<file path="config.mk">
export PLATFORM = sky130hd
export DESIGN_NAME = blob_centroid_radius
export DESIGN_NICKNAME = d
export VERILOG_FILES = /design/src/hdl/bcr_pkg.sv /design/src/hdl/blob_centroid_radius.sv /design/src/hdl/bcr_front.sv /design/src/hdl/bcr_queue.sv /design/src/hdl/bcr_div.sv /design/src/hdl/bcr_back.sv
export VERILOG_INCLUDE_DIRS = /design/src /design/src/hdl
export SDC_FILE = /design/constraint.sdc
export NUM_CORES = 1
export LEC_CHECK = 0
export BUFFER_PORTS_ARGS = -buffer_cell sky130_fd_sc_hd__buf_2
export CORE_MARGIN = 5
export CORE_UTILIZATION = 40
export CTS_CLUSTER_SIZE = 10
export DETAILED_ROUTE_END_ITERATION = 10
export GPL_ROUTABILITY_DRIVEN = 0
export SYNTH_ARGS = -nofsm -noshare
export SYNTH_HDL_FRONTEND = slang
export SYNTH_SLANG_ARGS = --single-unit
</file>
<file path="constraint.sdc">
create_clock -name clk -period 8.7 [get_ports clk]
set_input_delay 1.74 -clock clk [delete_from_list [all_inputs] [get_ports clk]]
set_output_delay 1.74 -clock clk [all_outputs]
set_load 0.005 [all_outputs]
</file>
<file path="src/hdl/blob_centroid_radius_macros.svh">
// assertion macros for the blob centroid block
`ifndef BLOB_CENTROID_RADIUS_MACROS_SVH
`define BLOB_CENTROID_RADIUS_MACROS_SVH

// same-cycle implication, disabled while reset is asserted
`define BCR_ASSERT_IMPL(label, clk, rst_n, ante, cons) \
	label: assert property (@(posedge clk) disable iff (!rst_n) (ante) |-> (cons)) \
		else $error("bcr same-cycle check failed");

// next-cycle implication, disabled while reset is asserted
`define BCR_ASSERT_NEXT(label, clk, rst_n, ante, cons) \
	label: assert property (@(posedge clk) disable iff (!rst_n) (ante) |=> (cons)) \
		else $error("bcr next-cycle check failed");

`endif

</file>
<file path="src/hdl/bcr_pkg.sv">
// ----------------------------------------------------------------------------
// bcr_pkg
// Shared widths, constants and types of the blob centroid and radius block.
// ----------------------------------------------------------------------------
`timescale 1ns / 1ps
`default_nettype none

package bcr_pkg;

	localparam int PIX_W    = 8;
	localparam int COORD_W  = 10;
	localparam int AREA_W   = 21;
	localparam int SUM_W    = 30;
	localparam int RADIUS_W = 9;
	localparam int SPAN_W   = COORD_W + 1;

	localparam logic [PIX_W-1:0] THRESHOLD_RESET = 8'd128;
	localparam logic [PIX_W-1:0] PIX_ON          = 8'd255;
	localparam logic [PIX_W-1:0] PIX_OFF         = 8'd0;

	localparam int MAX_ROWS_DEFAULT    = 1024;
	localparam int MAX_COLUMNS_DEFAULT = 1024;

	// entries of the queue between front and back
	localparam int QUEUE_DEPTH = 4;

	// one accepted pixel plus a snapshot of the frame statistics
	typedef struct packed {
		logic               pix_on;
		logic               last;
		logic               seen;
		logic [AREA_W-1:0]  area;
		logic [SUM_W-1:0]   row_sum;
		logic [SUM_W-1:0]   column_sum;
		logic [COORD_W-1:0] min_row;
		logic [COORD_W-1:0] max_row;
		logic [COORD_W-1:0] min_column;
		logic [COORD_W-1:0] max_column;
	} bcr_rec_t;

	typedef enum logic [0:0] {
		BCR_IDLE,
		BCR_DIV
	} bcr_state_t;

	typedef struct packed {
		bcr_state_t state;
		logic       div_done;
	} bcr_back_stat_t;

endpackage

`default_nettype wire

</file>
<file path="src/hdl/blob_centroid_radius.sv">
// ----------------------------------------------------------------------------
// blob_centroid_radius
// Binarizes a grey pixel stream and reports centroid and radius per frame.
// ----------------------------------------------------------------------------
// Usage:
// - input queue side: drive pixel_value, row_index, column_index, frame_end
//   and raise push; a transaction happens on an edge with push high and full
//   low. full rises only when the four-entry internal queue is occupied.
// - result side: while empty is low the oldest result is on the outputs; a
//   transaction happens on an edge with pop high and empty low.
// - every pixel yields one result; the pixel flagged frame_end also carries
//   summary_valid, empty_frame, center_row, center_column and radius.
// - an ordinary pixel's result passes the queue and the output register; a
//   frame's last pixel with object pixels also waits for the two bit-serial
//   dividers (one quotient bit per cycle, 30 bits).
// - throughput: one pixel per cycle inside a frame while pop stays high; the
//   frame's last pixel holds the back end for division while the queue accepts.
// - cfg_write loads the threshold from cfg_data in the same edge; write it
//   only while the block is idle.
// - reset clears all statistics and sets the threshold to 128; a stalled
//   result side fills the queue and then raises full, nothing is dropped.
// ----------------------------------------------------------------------------
`timescale 1ns / 1ps
`default_nettype none

`include "blob_centroid_radius_macros.svh"

module blob_centroid_radius #(
	parameter int MAX_ROWS    = bcr_pkg::MAX_ROWS_DEFAULT,
	parameter int MAX_COLUMNS = bcr_pkg::MAX_COLUMNS_DEFAULT
) (
	input  wire logic                          clk,
	input  wire logic                          arst_n,
	input  wire logic                          cfg_write,
	input  wire logic [bcr_pkg::PIX_W-1:0]     cfg_data,
	input  wire logic                          push,
	output logic                               full,
	input  wire logic [bcr_pkg::PIX_W-1:0]     pixel_value,
	input  wire logic [bcr_pkg::COORD_W-1:0]   row_index,
	input  wire logic [bcr_pkg::COORD_W-1:0]   column_index,
	input  wire logic                          frame_end,
	output logic                               empty,
	input  wire logic                          pop,
	output logic [bcr_pkg::PIX_W-1:0]          binary_pixel,
	output logic                               summary_valid,
	output logic                               empty_frame,
	output logic [bcr_pkg::COORD_W-1:0]        center_row,
	output logic [bcr_pkg::COORD_W-1:0]        center_column,
	output logic [bcr_pkg::RADIUS_W-1:0]       radius
);

	localparam int Q_CNT_W = $clog2(bcr_pkg::QUEUE_DEPTH+1);

	bcr_pkg::bcr_rec_t       front_rec, q_rec;
	bcr_pkg::bcr_back_stat_t back_stat;
	logic                    accept, q_empty, q_pop;
	logic [Q_CNT_W-1:0]      q_count;

	assign accept = push && !full;

	bcr_front #(
		.MAX_ROWS    (MAX_ROWS),
		.MAX_COLUMNS (MAX_COLUMNS)
	) u_front (
		.clk          (clk),
		.arst_n       (arst_n),
		.cfg_write    (cfg_write),
		.cfg_data     (cfg_data),
		.accept       (accept),
		.pixel_value  (pixel_value),
		.row_index    (row_index),
		.column_index (column_index),
		.frame_end    (frame_end),
		.rec          (front_rec)
	);

	bcr_queue u_queue (
		.clk     (clk),
		.arst_n  (arst_n),
		.wr_en   (accept),
		.wr_data (front_rec),
		.rd_en   (q_pop),
		.rd_data (q_rec),
		.full    (full),
		.empty   (q_empty),
		.count   (q_count)
	);

	bcr_back u_back (
		.clk           (clk),
		.arst_n        (arst_n),
		.rec           (q_rec),
		.q_empty       (q_empty),
		.q_pop         (q_pop),
		.pop           (pop),
		.empty         (empty),
		.binary_pixel  (binary_pixel),
		.summary_valid (summary_valid),
		.empty_frame   (empty_frame),
		.center_row    (center_row),
		.center_column (center_column),
		.radius        (radius),
		.stat          (back_stat)
	);

	// queue occupancy never goes past its depth
	`BCR_ASSERT_IMPL(a_queue_bound, clk, arst_n, 1'b1, q_count <= Q_CNT_W'(bcr_pkg::QUEUE_DEPTH))

	// an idle back end with work waiting and a free output makes progress
	`BCR_ASSERT_NEXT(a_back_moves, clk, arst_n, back_stat.state == bcr_pkg::BCR_IDLE && !q_empty && empty, !empty || back_stat.state == bcr_pkg::BCR_DIV)

	// leaving the division state always delivers a result
	`BCR_ASSERT_NEXT(a_div_delivers, clk, arst_n, back_stat.state == bcr_pkg::BCR_DIV, back_stat.state == bcr_pkg::BCR_DIV || !empty)

	// an empty frame is a summary with zero geometry
	`BCR_ASSERT_IMPL(a_empty_frame, clk, arst_n, !empty && empty_frame, summary_valid && radius == '0 && center_row == '0 && center_column == '0)

endmodule

`default_nettype wire

</file>
<file path="src/hdl/bcr_front.sv">
// ----------------------------------------------------------------------------
// bcr_front
// Thresholds each pixel and accumulates area, sums and extremes of the frame.
// ----------------------------------------------------------------------------
`timescale 1ns / 1ps
`default_nettype none

module bcr_front #(
	parameter int MAX_ROWS    = bcr_pkg::MAX_ROWS_DEFAULT,
	parameter int MAX_COLUMNS = bcr_pkg::MAX_COLUMNS_DEFAULT
) (
	input  wire logic                         clk,
	input  wire logic                         arst_n,
	input  wire logic                         cfg_write,
	input  wire logic [bcr_pkg::PIX_W-1:0]    cfg_data,
	input  wire logic                         accept,
	input  wire logic [bcr_pkg::PIX_W-1:0]    pixel_value,
	input  wire logic [bcr_pkg::COORD_W-1:0]  row_index,
	input  wire logic [bcr_pkg::COORD_W-1:0]  column_index,
	input  wire logic                         frame_end,
	output bcr_pkg::bcr_rec_t                 rec
);

	localparam logic [bcr_pkg::AREA_W-1:0] AREA_MAX = '1;
	localparam logic [bcr_pkg::SUM_W-1:0]  SUM_MAX  = '1;

	logic [bcr_pkg::PIX_W-1:0]   threshold_q;
	logic [bcr_pkg::AREA_W-1:0]  area_q, area_nx;
	logic [bcr_pkg::SUM_W-1:0]   row_sum_q, row_sum_nx;
	logic [bcr_pkg::SUM_W-1:0]   column_sum_q, column_sum_nx;
	logic [bcr_pkg::COORD_W-1:0] min_row_q, min_row_nx, max_row_q, max_row_nx;
	logic [bcr_pkg::COORD_W-1:0] min_column_q, min_column_nx;
	logic [bcr_pkg::COORD_W-1:0] max_column_q, max_column_nx;
	logic                        seen_q, seen_nx;
	logic                        obj, hit;
	logic [bcr_pkg::SUM_W:0]     row_add, column_add;

	assign obj = pixel_value > threshold_q;
	// pixels outside the frame are binarized but never accumulated
	assign hit = obj && (32'(row_index) < 32'(MAX_ROWS))
		&& (32'(column_index) < 32'(MAX_COLUMNS));

	assign row_add    = {1'b0, row_sum_q} + (bcr_pkg::SUM_W+1)'(row_index);
	assign column_add = {1'b0, column_sum_q} + (bcr_pkg::SUM_W+1)'(column_index);

	always_comb begin
		area_nx       = area_q;
		row_sum_nx    = row_sum_q;
		column_sum_nx = column_sum_q;
		min_row_nx    = min_row_q;
		max_row_nx    = max_row_q;
		min_column_nx = min_column_q;
		max_column_nx = max_column_q;
		seen_nx       = seen_q;
		if (hit) begin
			area_nx       = (area_q == AREA_MAX) ? AREA_MAX : area_q + 1'b1;
			row_sum_nx    = row_add[bcr_pkg::SUM_W] ? SUM_MAX : row_add[bcr_pkg::SUM_W-1:0];
			column_sum_nx = column_add[bcr_pkg::SUM_W] ? SUM_MAX
				: column_add[bcr_pkg::SUM_W-1:0];
			if (row_index < min_row_q) min_row_nx = row_index;
			if (row_index > max_row_q) max_row_nx = row_index;
			if (column_index < min_column_q) min_column_nx = column_index;
			if (column_index > max_column_q) max_column_nx = column_index;
			seen_nx = 1'b1;
		end
	end

	always_comb begin
		rec.pix_on     = obj;
		rec.last       = frame_end;
		rec.seen       = seen_nx;
		rec.area       = area_nx;
		rec.row_sum    = row_sum_nx;
		rec.column_sum = column_sum_nx;
		rec.min_row    = min_row_nx;
		rec.max_row    = max_row_nx;
		rec.min_column = min_column_nx;
		rec.max_column = max_column_nx;
	end

	always_ff @(posedge clk or negedge arst_n) begin
		if (!arst_n) begin
			threshold_q <= bcr_pkg::THRESHOLD_RESET;
		end else if (cfg_write) begin
			threshold_q <= cfg_data;
		end
	end

	always_ff @(posedge clk or negedge arst_n) begin
		if (!arst_n) begin
			area_q       <= '0;
			row_sum_q    <= '0;
			column_sum_q <= '0;
			min_row_q    <= '1;
			max_row_q    <= '0;
			min_column_q <= '1;
			max_column_q <= '0;
			seen_q       <= 1'b0;
		end else if (accept) begin
			if (frame_end) begin
				// snapshot went to the queue, start the next frame clean
				area_q       <= '0;
				row_sum_q    <= '0;
				column_sum_q <= '0;
				min_row_q    <= '1;
				max_row_q    <= '0;
				min_column_q <= '1;
				max_column_q <= '0;
				seen_q       <= 1'b0;
			end else begin
				area_q       <= area_nx;
				row_sum_q    <= row_sum_nx;
				column_sum_q <= column_sum_nx;
				min_row_q    <= min_row_nx;
				max_row_q    <= max_row_nx;
				min_column_q <= min_column_nx;
				max_column_q <= max_column_nx;
				seen_q       <= seen_nx;
			end
		end
	end

endmodule

`default_nettype wire

</file>
<file path="src/hdl/bcr_queue.sv">
// ----------------------------------------------------------------------------
// bcr_queue
// Short register queue that decouples the front from the back.
// ----------------------------------------------------------------------------
`timescale 1ns / 1ps
`default_nettype none

module bcr_queue (
	input  wire logic   clk,
	input  wire logic   arst_n,
	input  wire logic   wr_en,
	input  wire bcr_pkg::bcr_rec_t wr_data,
	input  wire logic   rd_en,
	output bcr_pkg::bcr_rec_t rd_data,
	output logic        full,
	output logic        empty,
	output logic [$clog2(bcr_pkg::QUEUE_DEPTH+1)-1:0] count
);

	localparam int DEPTH = bcr_pkg::QUEUE_DEPTH;
	localparam int PTR_W = (DEPTH > 1) ? $clog2(DEPTH) : 1;
	localparam int CNT_W = $clog2(DEPTH+1);

	bcr_pkg::bcr_rec_t  slot_q [DEPTH];
	logic [PTR_W-1:0]   wr_ptr_q, rd_ptr_q;
	logic [CNT_W-1:0]   count_q;
	logic               do_wr, do_rd;

	assign full  = count_q == CNT_W'(DEPTH);
	assign empty = count_q == '0;
	assign count = count_q;
	assign do_wr = wr_en && !full;
	assign do_rd = rd_en && !empty;
	assign rd_data = slot_q[rd_ptr_q];

	always_ff @(posedge clk) begin
		if (do_wr) begin
			slot_q[wr_ptr_q] <= wr_data;
		end
	end

	always_ff @(posedge clk or negedge arst_n) begin
		if (!arst_n) begin
			wr_ptr_q <= '0;
			rd_ptr_q <= '0;
			count_q  <= '0;
		end else begin
			if (do_wr) begin
				wr_ptr_q <= (wr_ptr_q == PTR_W'(DEPTH-1)) ? '0 : wr_ptr_q + 1'b1;
			end
			if (do_rd) begin
				rd_ptr_q <= (rd_ptr_q == PTR_W'(DEPTH-1)) ? '0 : rd_ptr_q + 1'b1;
			end
			if (do_wr && !do_rd) begin
				count_q <= count_q + 1'b1;
			end else if (do_rd && !do_wr) begin
				count_q <= count_q - 1'b1;
			end
		end
	end

endmodule

`default_nettype wire

</file>
<file path="src/hdl/bcr_div.sv">
// ----------------------------------------------------------------------------
// bcr_div
// Restoring divider, one quotient bit per cycle, sum over area.
// ----------------------------------------------------------------------------
`timescale 1ns / 1ps
`default_nettype none

module bcr_div (
	input  wire logic                        clk,
	input  wire logic                        arst_n,
	input  wire logic                        start,
	input  wire logic [bcr_pkg::SUM_W-1:0]   dividend,
	input  wire logic [bcr_pkg::AREA_W-1:0]  divisor,
	output logic                             done,
	output logic [bcr_pkg::SUM_W-1:0]        quotient
);

	localparam int NUM_W = bcr_pkg::SUM_W;
	localparam int DEN_W = bcr_pkg::AREA_W;
	localparam int CNT_W = $clog2(NUM_W);

	logic [NUM_W-1:0] num_q;
	logic [DEN_W-1:0] den_q, rem_q;
	logic [CNT_W-1:0] cnt_q;
	logic             busy_q;
	logic [DEN_W:0]   trial, diff;
	logic             ge;

	// remainder stays below the divisor, so the trial value fits one extra bit
	assign trial = {rem_q, num_q[NUM_W-1]};
	assign diff  = trial - {1'b0, den_q};
	assign ge    = trial >= {1'b0, den_q};

	assign done     = !busy_q;
	assign quotient = num_q;

	always_ff @(posedge clk) begin
		if (start) begin
			num_q <= dividend;
			den_q <= divisor;
			rem_q <= '0;
		end else if (busy_q) begin
			num_q <= {num_q[NUM_W-2:0], ge};
			rem_q <= ge ? diff[DEN_W-1:0] : trial[DEN_W-1:0];
		end
	end

	always_ff @(posedge clk or negedge arst_n) begin
		if (!arst_n) begin
			busy_q <= 1'b0;
			cnt_q  <= '0;
		end else if (start) begin
			busy_q <= 1'b1;
			cnt_q  <= '0;
		end else if (busy_q) begin
			cnt_q <= cnt_q + 1'b1;
			if (cnt_q == CNT_W'(NUM_W-1)) begin
				busy_q <= 1'b0;
			end
		end
	end

endmodule

`default_nettype wire

</file>
<file path="src/hdl/bcr_back.sv">
// ----------------------------------------------------------------------------
// bcr_back
// Drains the queue, divides on a non-empty frame's last pixel, holds the result.
// ----------------------------------------------------------------------------
`timescale 1ns / 1ps
`default_nettype none

module bcr_back (
	input  wire logic                          clk,
	input  wire logic                          arst_n,
	input  wire bcr_pkg::bcr_rec_t             rec,
	input  wire logic                          q_empty,
	output logic                               q_pop,
	input  wire logic                          pop,
	output logic                               empty,
	output logic [bcr_pkg::PIX_W-1:0]          binary_pixel,
	output logic                               summary_valid,
	output logic                               empty_frame,
	output logic [bcr_pkg::COORD_W-1:0]        center_row,
	output logic [bcr_pkg::COORD_W-1:0]        center_column,
	output logic [bcr_pkg::RADIUS_W-1:0]       radius,
	output bcr_pkg::bcr_back_stat_t            stat
);

	localparam int CW = bcr_pkg::COORD_W;
	localparam int SW = bcr_pkg::SUM_W;

	bcr_pkg::bcr_state_t               state_q, state_d;
	logic                              out_valid_q, out_free;
	logic                              div_start, div_done, row_done, column_done;
	logic                              load_direct, load_div;
	logic [SW-1:0]                     row_quo, column_quo;
	logic [CW-1:0]                     row_mean, column_mean;
	logic [bcr_pkg::SPAN_W-1:0]        span;
	logic                              hold_pix_q;
	logic [bcr_pkg::RADIUS_W-1:0]      hold_radius_q;

	bcr_div u_row_div (
		.clk      (clk),
		.arst_n   (arst_n),
		.start    (div_start),
		.dividend (rec.row_sum),
		.divisor  (rec.area),
		.done     (row_done),
		.quotient (row_quo)
	);

	bcr_div u_column_div (
		.clk      (clk),
		.arst_n   (arst_n),
		.start    (div_start),
		.dividend (rec.column_sum),
		.divisor  (rec.area),
		.done     (column_done),
		.quotient (column_quo)
	);

	assign div_done = row_done && column_done;
	assign out_free = !out_valid_q || pop;
	assign empty    = !out_valid_q;

	assign span = bcr_pkg::SPAN_W'(rec.max_column - rec.min_column)
		+ bcr_pkg::SPAN_W'(rec.max_row - rec.min_row);

	// a mean above the coordinate range clamps to all ones
	assign row_mean    = (row_quo[SW-1:CW] != '0) ? '1 : row_quo[CW-1:0];
	assign column_mean = (column_quo[SW-1:CW] != '0) ? '1 : column_quo[CW-1:0];

	assign stat.state    = state_q;
	assign stat.div_done = div_done;

	always_comb begin
		state_d     = state_q;
		q_pop       = 1'b0;
		div_start   = 1'b0;
		load_direct = 1'b0;
		load_div    = 1'b0;
		case (state_q)
			bcr_pkg::BCR_IDLE: begin
				if (!q_empty && out_free) begin
					q_pop = 1'b1;
					if (rec.last && rec.seen) begin
						div_start = 1'b1;
						state_d   = bcr_pkg::BCR_DIV;
					end else begin
						load_direct = 1'b1;
					end
				end
			end
			bcr_pkg::BCR_DIV: begin
				if (div_done && out_free) begin
					load_div = 1'b1;
					state_d  = bcr_pkg::BCR_IDLE;
				end
			end
			default: begin
				state_d = bcr_pkg::BCR_IDLE;
			end
		endcase
	end

	always_ff @(posedge clk or negedge arst_n) begin
		if (!arst_n) begin
			state_q     <= bcr_pkg::BCR_IDLE;
			out_valid_q <= 1'b0;
		end else begin
			state_q <= state_d;
			if (load_direct || load_div) begin
				out_valid_q <= 1'b1;
			end else if (pop) begin
				out_valid_q <= 1'b0;
			end
		end
	end

	always_ff @(posedge clk) begin
		if (div_start) begin
			hold_pix_q    <= rec.pix_on;
			hold_radius_q <= span[bcr_pkg::SPAN_W-1:2];
		end
		if (load_direct) begin
			// a last pixel without object pixels is an empty frame
			binary_pixel  <= rec.pix_on ? bcr_pkg::PIX_ON : bcr_pkg::PIX_OFF;
			summary_valid <= rec.last;
			empty_frame   <= rec.last;
			center_row    <= '0;
			center_column <= '0;
			radius        <= '0;
		end else if (load_div) begin
			binary_pixel  <= hold_pix_q ? bcr_pkg::PIX_ON : bcr_pkg::PIX_OFF;
			summary_valid <= 1'b1;
			empty_frame   <= 1'b0;
			center_row    <= row_mean;
			center_column <= column_mean;
			radius        <= hold_radius_q;
		end
	end

endmodule

`default_nettype wire
</file>
==> results by stage, run 1 <==
Outcome:
- The flow ran to the end, and the final reports show no timing, DRC or antenna violations.

Floorplan:
- From left edge to right edge, the die measures 318.8 microns.
- The number of top-level design ports is 83.
- The initial utilization of the core area, before any placement, comes to 0.4021.
- The core region is 94870 sq um.
- In this run the vertical extent of the chip is 318.8 microns.
- The area enclosed by the die boundary is 101700 sq um.
- Row generation in the floorplan step produced 113 rows.

Worst setup path:
- The cell count of the worst reg-to-reg path is 12.
- The number of buffers and inverters on the critical path is 2.
- For the worst setup path, the data arrival time is 5.46 ns.
- Among all stages on the critical path, the largest delay is contributed by buf_12.
- The startpoint of the worst register-to-register path is u_queue.rd_ptr_q[0]$_DFFE_PN0P_.
- The required time at the endpoint of the critical path is 9.09 ns.
- The type of the setup path with the least slack is flip-flop to flip-flop.
- The cell class contributing the biggest share of worst-path delay is adder cells.
- The worst setup path is captured at a flip-flop.
- The signal on the critical path passes through buf_12 > mux4_2 > fa_1 > fa_1 > inv_1 > ha_1 > or3_1 > o211ai_1 > a21boi_1 > o21a_1 > o41ai_2 > xnor2_1.
- In this run the worst path has a maximum fanout of 107.
- The type of origin of the critical path is a flip-flop.
- Setup slack on the worst reg-to-reg path comes out at 3.64 ns.
- The delay contributed by the slowest stage of the critical path is 0.76 ns.
- The endpoint identified for the worst register-to-register timing path is u_back.hold_radius_q[8]$_DFFE_PP_.
- Counting stages on the worst path, the most repeated cell is fa_1.

Timing:
- The transition time at the pin with the least slew margin is 1.217 ns.
- The number of hold violations in the final report came to 0.
- The period utilization is 0.5820.
- The tightest hold path in the finished design has a slack of 0.4526 ns.
- The worst max-slew margin expressed relative to the limit is 0.1885.
- Setup repair after global routing left no endpoint under its margin.
- Based on the critical path, the design can be clocked at up to 197.5 MHz.
- Summed over all failing endpoints, the final setup total negative slack is 0 ns.
- The final-report max-slew violation count is 0.
- The final critical-path required period is 5.064 ns.
- Setup violations remaining at the end of the flow were counted as 0.
- The post-route clock skew is 0.02655 ns.

Detailed routing:
- The vias per cell is 5.476.
- After detailed routing, the average wire length per cell comes to 20.17 microns.
- For this run, design rule violations remaining after detail routing come to 0.
- The overall routed net length is 88.28 mm.
- The count of nets left with antenna violations once routing finished came out at 0.
- The detailed-router iteration count before antenna repair is 5.
- The final route contains 23970 vias.
- The initial DRC count is 1959.

Finish:
- Of the cells placed in the final design, the portion with a size suffix greater than 1 is 0.1457.
- The fill cell instance count of the final layout is 8498.
- The area added between synthesis and finish is 12.00%.
- In the layout the commonest cells are 590 x edfxtp_1, 361 x nand2_1, 190 x a21oi_1.
- The most frequent standard cell in the layout excluding fill and tap cells is edfxtp_1.
- For this run, the post-layout net count is 3223.

CTS:
- The number of buffers inserted for hold repair after clock tree synthesis is 0.
- The later pin in the worst-skew pair is clocked with a latency of 0.66 ns.
- In this run the clock root is driven by a clkbuf_16.
- The H-tree was split into 3 levels.
- TritonCTS built the clock tree.
- The number of setup buffers added after CTS is 0.
- Buffers inserted during clock tree synthesis total 94.
- No sink is reached through more buffers than the 3 on the longest clock path.
- The clock slew at the register clock pins of the worst setup and hold paths is 0.05 ns.
- Post-CTS repair changed the size of 0 cells.
- Clock tree synthesis found a total of 812 sinks.

Yosys:
- Each instance of the synthesized netlist takes up on average 12.87 sq um.
- Summing every instance area after synthesis gives 38150 sq um.
- In the synthesized netlist the async set-or-reset flop fraction comes to 0.1860.
- For this run, the register share of the synthesized area comes to 0.6014.
- The count of distinct cell types in the synthesized netlist is 84.
- The number of nets handed over by synthesis was 3160.
- Summed over all instances, the cell type with the most area after synthesis is edfxtp_1.
- The warning count from the yosys run is 0.
- The synthesized design contains 590 enable-type register cells.
- By area the synthesized netlist is led by edfxtp_1 46%, dfrtp_1 8.5%, mux4_2 7.3%, ha_1 4.2%, dfxtp_1 3.7%.
- In this run, synthesis produced a sequential element count of 812.
- The dominant register cell in the synthesized netlist is edfxtp_1.
- The portion of synthesized cell area occupied by the leading cell type is 0.4644.
- Counting every instance in the synthesized netlist gives 2965.

Pwr:
- The switching share of power is 0.3571.
- The combinational power share is 0.405.
- The power per cell area is 387.6 nW/um^2.
- The switching power is 5.915 mW.
- Total power for the finished layout comes to 16.56 mW.
- The share of total power dissipated in sequential elements is 0.376.
- Summed over all cells, the static leakage comes to 16.29 nW.
- The cell-internal power is 10.65 mW.
- The worst-case IR drop observed on VDD is 0.0003083 V.
- The part of the total power dissipated in the clock network is 0.219.

GRT:
- The first global-routing pass estimated 139.8 mm of wire.
- The initial antenna violation count is 3.
- The remaining global-route overflow is 0.
- The total global routing track utilization is 0.1723.
- The via count of the first global-routing pass is 24140.
- The pin count of the biggest net entering global routing is 108.

Placement:
- The number of input and output port buffers inserted is 82.
- After legalization and detailed placement, the total HPWL measured 57.17 mm.

Min path:
- For hold timing, the worst endpoint is u_back.radius[2]$_SDFFE_PP0P_.
- In this run the most critical hold path is launched from u_back.radius[2]$_SDFFE_PP0P_.
- Along the worst hold path, the cell count comes to 2.
- In this run the worst hold path is classified as flip-flop to flip-flop.

Run:
- The number of violations of the max-capacitance limit is 0.
[synthesized netlist by cell type, drive strengths merged (23+ instances only)]
cell type	n
nor3	48
xnor2	69
a21o	34
fa	24
dfxtp	71
clkbuf	104
a21oi	192
ha	129
nor2	147
nand3	39
buf	48
inv	159
nor4	34
mux2i	24
o22ai	23
nand2	362
a31oi	37
nand4	35
o21ai	132
mux4	124
dfrtp	130
and3	32
mux2	36
edfxtp	590
[through the flow]
stage	cells	cell area, sq um	setup WS (ns)	util
2_1_floorplan	2965	38150	2.799	-
3_3_place_gp	4197	39900	3.064	0.4205
3_5_place_dp	4197	39900	3.109	0.4205
4_1_cts	4375	42730	3.501	0.4504
5_1_grt	4375	42730	3.224	0.4504
6_report	4377	42730	3.636	0.4504
[power by group through the flow]
stage                     Sequential, mW  Clock [mW]  Combinational, mW
after floorplan                     6.09           0               5.14
after global placement              6.27           0               6.73
after detailed placement            6.29           0               6.79
after CTS                           6.22        3.73               6.83
after global routing                6.34        3.91               7.52
final                               6.22        3.63               6.71
[cell type report]
| type | count | area (sq um) | area share |
|---|---|---|---|
| sequential | 812 | 22950 | 0.5371 |
| multi-input combinational | 1841 | 14050 | 0.3289 |
| clock buffer | 163 | 2673 | 0.06254 |
| tap | 1265 | 1583 | 0.03704 |
| timing repair buffer | 119 | 706.9 | 0.01654 |
| inverter | 160 | 603.1 | 0.01411 |
| clock inverter | 15 | 156.4 | 0.003660 |
| antenna | 2 | 5.005 | 0.0001171 |
[flip-flops by register name (all words and copies together) (netlist names), 3 cells and up]
register	flops
u_back.u_row_div.quotient	30
u_front.row_sum_q	30
u_back.u_row_div.den_q	21
u_front.threshold_q	8
u_back.hold_radius_q	9
u_back.center_column	10
u_queue.slot_q	496
u_back.u_row_div.rem_q	21
u_back.u_column_div.rem_q	21
u_back.center_row	10
u_back.u_row_div.cnt_q	5
u_front.min_row_q	10
u_front.column_sum_q	30
u_queue.count	3
u_back.u_column_div.quotient	30
u_front.max_row_q	10
u_front.min_column_q	10
u_front.max_column_q	10
u_back.u_column_div.cnt_q	5
u_front.area_q	21
u_back.radius	9
[cells by family after synthesis]
group	after synthesis	synth area share
fa+ha+maj	153	0.05490
flops	812	0.6014
buf+inv	312	0.03217
compound gates	619	0.1047
xor+xnor	89	0.02043
simple gates	796	0.09625
mux	184	0.09012
[worst max path at each step]
| stage | endpoint | depth (start not counted) | slack, ns | from |
|---|---|---|---|---|
| 2_1_floorplan | u_queue.slot_q[3][0]$_DFFE_PP_ | 6 | 2.80 | push |
| 3_3_place_gp | u_queue.slot_q[2][62]$_DFFE_PP_ | 10 | 3.06 | pixel_value[1] |
| 3_5_place_dp | u_queue.slot_q[1][66]$_DFFE_PP_ | 10 | 3.11 | pixel_value[1] |
| 4_1_cts | u_back.hold_radius_q[8]$_DFFE_PP_ | 12 | 3.50 | u_queue.rd_ptr_q[0]$_DFFE_PN0P_ |
| 5_1_grt | u_back.hold_radius_q[8]$_DFFE_PP_ | 12 | 3.22 | u_queue.rd_ptr_q[0]$_DFFE_PN0P_ |
| 6_report | u_back.hold_radius_q[8]$_DFFE_PP_ | 12 | 3.64 | u_queue.rd_ptr_q[0]$_DFFE_PN0P_ |
[worst reg2reg max path: cells and delay by family (launching register included)]
kind,cells,cell delay (ns)
simple gates,1,0.37
compound gates,4,0.86
mux,1,0.69
fa+ha+maj,3,1.26
buf+inv,2,0.80
flops,1,0.72
xor+xnor,1,0.10
[metal layers]
layer,global-route usage,share of wire,wire [microns],vias up
met4,0.05198,0.027,2412,0
met2,0.2822,0.48,42140,542
met1,0.2363,0.44,39190,11980
met5,0,0,0,-
met3,0.03152,0.051,4536,131
li1,-,-,-,11320
Power figures use the tool's default switching activity.
==> run 2: changes to the inputs <==
--- a/config.mk
+++ b/config.mk
@@ -6,6 +6,7 @@
 export SDC_FILE = /design/constraint.sdc
 export NUM_CORES = 1
 export LEC_CHECK = 0
+export ABC_AREA = 1
 export BUFFER_PORTS_ARGS = -buffer_cell sky130_fd_sc_hd__buf_2
 export CORE_MARGIN = 5
 export CORE_UTILIZATION = 40
==> constraint.sdc (replaced) <==
create_clock -name clk -period 5.29 [get_ports clk]
set_input_delay 1.058 -clock clk [delete_from_list [all_inputs] [get_ports clk]]
set_output_delay 1.058 -clock clk [all_outputs]
set_load 0.005 [all_outputs]
==> run 2 against run 1 <==
  * Clock-buffer cell count up 2
  * Worst setup slack worse by 2.6 ns
  * Sequential power up 70%
  * Core utilization down 0.34 points
  * Cell count up 36%
  * Routed wire length up 20%
  * Synthesized cell count up 51%
  * Clock power up 65%
  * Critical endpoint is now u_back.hold_radius_q[7]$_DFFE_PP_
==> results by stage, run 2 <==
Outcome:
- The flow ran to the end, and the final reports show no timing, DRC or antenna violations.

Finish:
- The final standard cell count with taps included and fillers excluded is 5964.
- The utilization after layout is 0.4470.
- Leaving out fill and tap cells, the most frequent cell in the layout is nand2_1.
- The final layout contains 4708 nets.
- After filler insertion, the fill cell instance count of the layout stands at 9773.
- The area added between synthesis and finish is 11.25%.
- Leaving out fill and tap cells, the most frequent cells in the layout are 1186 x nand2_1, 590 x edfxtp_1, 463 x inv_1.
- The register with the most flip-flops in the layout has 496 of them.
- The top register by number of flip-flops is u_queue.slot_q.
- The share of final-layout standard cells stronger than drive strength 1 is 0.06572.

CTS:
- The H-tree was split into 3 levels.
- The number of setup buffers added after CTS is 0.
- After clock tree synthesis, the clock-pin slew on the worst setup and hold paths is 0.06 ns.
- The tree built by TritonCTS fans out to 812 sinks.
- The post-cts sizing count is 0.
- TritonCTS built the clock tree.
- The number of buffers inserted for hold repair after clock tree synthesis is 0.
- Counting along the longest clock path gives a buffer depth of 3.
- The clock buffer count from CTS is 94.
- The tree is rooted in a clkbuf_16.
- The later pin in the worst-skew pair is clocked with a latency of 0.66 ns.

GRT:
- Summed over all layers, the global routing overflow is 0.
- The via count of the first global-routing pass is 29010.
- The pin count of the biggest net entering global routing is 106.
- The first global-routing pass estimated 166.1 mm of wire.
- The initial antenna violation count came to 3.
- The busiest layer in global routing is met2.
- For this run, global-route usage on met1 was measured as 0.2702.
- For this run, global-route usage on met3 was measured as 0.02582.
- In the global route stage, met2 resource usage came out at 0.3184.
- For this run, the total global-route usage over all layers was measured as 0.1924.

Yosys:
- The dominant register cell in the synthesized netlist is edfxtp_1.
- The net count after synthesis is 4677.
- By area the synthesized netlist is led by edfxtp_1 43%, nand2_1 11%, dfrtp_1 8.0%, o21ai_0 4.9%, inv_1 4.3%.
- The average cell area after synthesis is 9.108 sq um.
- The share of the yosys chip area belonging to registers is 0.5620.
- The number of synthesized register bits is 812.
- The Yosys step of the flow raised 0 warnings.
- Synthesis produced 4482 cells.
- The leading area contributor after synthesis is edfxtp_1.
- In the synthesized netlist the async set-or-reset flop fraction comes to 0.1860.
- The number of enable flip-flop cells after synthesis is 590.
- The commonest cells after synthesis are 1189 x nand2_1, 590 x edfxtp_1, 464 x inv_1, 402 x nor2_1, 396 x o21ai_0.
- Among all cell types in the netlist, the one instantiated most often is nand2_1.
- The synthesized netlist occupies a cell area of 40820 sq um.
- Of the post-synthesis cell area, the dominant cell type holds 0.4340.
- The count of distinct cell types in the synthesized netlist is 47.

Detailed routing:
- In the routed design, unresolved DRC markers number 0.
- The first TritonRoute pass finished after 5 iterations.
- The number of antenna-violating nets in the routed design is 0.
- The mean routed wirelength per cell is 17.78 microns.
- The first routing iteration left 2656 violations.
- The vias per cell is 5.179.
- The final layout contains routed wiring with a total length of 106.1 mm.
- Detailed routing inserted a total of 30890 vias.

Timing:
- Static timing analysis puts the maximum clock frequency at 234.2 MHz.
- Setup violations remaining at the end of the flow were counted as 0.
- For the pin with the worst max-slew slack, the measured transition is 1.091 ns.
- The final-report max-slew violation count came to 0.
- The number of hold violations in the final report is 0.
- The post-route clock skew is 0.02244 ns.
- Measured against its own limit, the worst slew margin works out to 0.2648.
- The final critical-path required period is 4.270 ns.
- The period utilization is 0.8072.
- Setup repair after global routing left no endpoint under its margin.
- The least setup slack across all paths after layout is 1.020 ns.

Worst setup path:
- The delay contributed by the slowest stage of the critical path is 0.88 ns.
- Across all register-to-register paths, the minimum setup slack is 1.02 ns.
- The endpoint of the lowest-slack register-to-register path is u_back.hold_radius_q[7]$_DFFE_PP_.
- The signal arrival time at the worst endpoint is 4.67 ns.
- STA puts the critical path data required time at 5.69 ns.
- Counting buffers and inverters, the worst setup path is 13 cells deep.
- The cell class contributing the biggest share of worst-path delay is adder cells.
- The most frequent cell on the critical path is nand2_1.
- STA classifies the critical path startpoint as a flip-flop.
- The setup path with the least slack is of type flip-flop to flip-flop.
- The cell count of the worst reg-to-reg path is 13.
- The critical path goes through buf_4 > o21ai_0 > o22ai_1 > fa_1 > fa_1 > inv_1 > ha_1 > nand2_1 > nor2_1 > a211oi_1 > o21ai_0 > nand2_1 > nand2_1.
- The slowest stage cell on the critical path is dfrtp_4.
- The number of buffers and inverters on the critical path is 2.
- STA classifies the critical path endpoint as a flip-flop.
- Along the worst path, the maximum fanout reaches 67.
- The startpoint of the worst register-to-register path is u_queue.rd_ptr_q[0]$_DFFE_PN0P_.

Min path:
- The path class of the lowest-slack min-delay path is input pin to async pin.

Pwr:
- The power per cell area is 676.0 nW/um^2.
- The static leakage is 18.97 nW.
- The worst voltage drop across the vdd grid is 0.0006729 V.
- The power after layout is 30.70 mW.

Floorplan:
- The starting utilization of the core area is 0.4018.
- Row generation in the floorplan step produced 117 rows.
- The core footprint is 101600 sq um.
- The die covers 108500 sq um.
- The number of top-level design ports is 83.
- The die height is 329.5 microns.
- The overall die width is 329.5 microns.

Run:
- Max-cap violations in this run came to 0.

Placement:
- Once detailed placement completed, the half-perimeter wirelength came to 70.98 mm.
- Port buffering added 82 buffers.
- Before CTS, the worst setup slack after placement is 1.023 ns.
- Counting tap cells, the placed design contains a total of 5785 instances.
[run 2: cell count changes in the layout (fill, tap and decap cells not counted), moves of 88 or more]
cell | previous run | this run
nand2_1 | 361 | 1186
o22ai_1 | 23 | 111
nand3_1 | 38 | 293
mux4_2 | 124 | 0
o21ai_0 | 125 | 396
nor2_1 | 143 | 397
inv_1 | 155 | 463
[run 2: worst max path at each step]
stage,startpoint,end
2_1_floorplan,push,u_queue.slot_q[0][0]$_DFFE_PP_
3_3_place_gp,u_queue.rd_ptr_q[0]$_DFFE_PN0P_,u_back.hold_radius_q[7]$_DFFE_PP_
3_5_place_dp,u_queue.rd_ptr_q[0]$_DFFE_PN0P_,u_back.hold_radius_q[7]$_DFFE_PP_
4_1_cts,u_queue.rd_ptr_q[0]$_DFFE_PN0P_,u_back.hold_radius_q[7]$_DFFE_PP_
5_1_grt,u_queue.rd_ptr_q[0]$_DFFE_PN0P_,u_back.hold_radius_q[7]$_DFFE_PP_
6_report,u_queue.rd_ptr_q[0]$_DFFE_PN0P_,u_back.hold_radius_q[7]$_DFFE_PP_
[run 2: metrics by stage]
stage | area [sq um] | hold slack [ns] | setup TNS [ns]
floorplan | 40820 | 0.4385 | -1031.05
global placement | 42580 | 0.4532 | 0
detailed placement | 42580 | 0.4596 | 0
global route | 45410 | 0.4193 | 0
finish | 45420 | 0.4006 | 0
CTS | 45410 | 0.3885 | 0
[run 2: cells by family after synthesis]
kind of cell / Yosys count / synth area share
XOR/XNOR: 52 / 0.01116
AND/OR/NAND/NOR: 2083 / 0.2133
flip-flops: 812 / 0.5620
AO/OA/AOI/OAI: 717 / 0.09698
adder cells (fa/ha/maj): 153 / 0.05131
multiplexers: 2 / 0.0005517
buffers and inverters: 663 / 0.06467
[run 2: final cells by class]
type / instances / area [sq um] / area share
antenna: 1 / 2.502 / 0.00005510
clock buffer: 165 / 2703 / 0.05951
clock inverter: 13 / 130.1 / 0.002865
inverter: 473 / 1790 / 0.03942
multi-input combinational: 3007 / 15290 / 0.3366
sequential: 812 / 22950 / 0.5053
tap: 1368 / 1712 / 0.03769
timing repair buffer: 125 / 839.6 / 0.01849
[run 2: metal layers]
layer  vias up  share of wire
li1      15190              -
met5         -        0.00011
met1     14820           0.46
met3       131          0.051
met4         2          0.022
met2       745           0.46
[run 2: power breakdown]
group	leakage [nW]	internal, mW	total, mW	switching, mW
Sequential	8.04	9.70	10.6	0.952
Combinational	9.58	4.67	14.1	9.38
Clock	1.34	3.46	5.99	2.54
Total	19.0	17.8	30.7	12.9
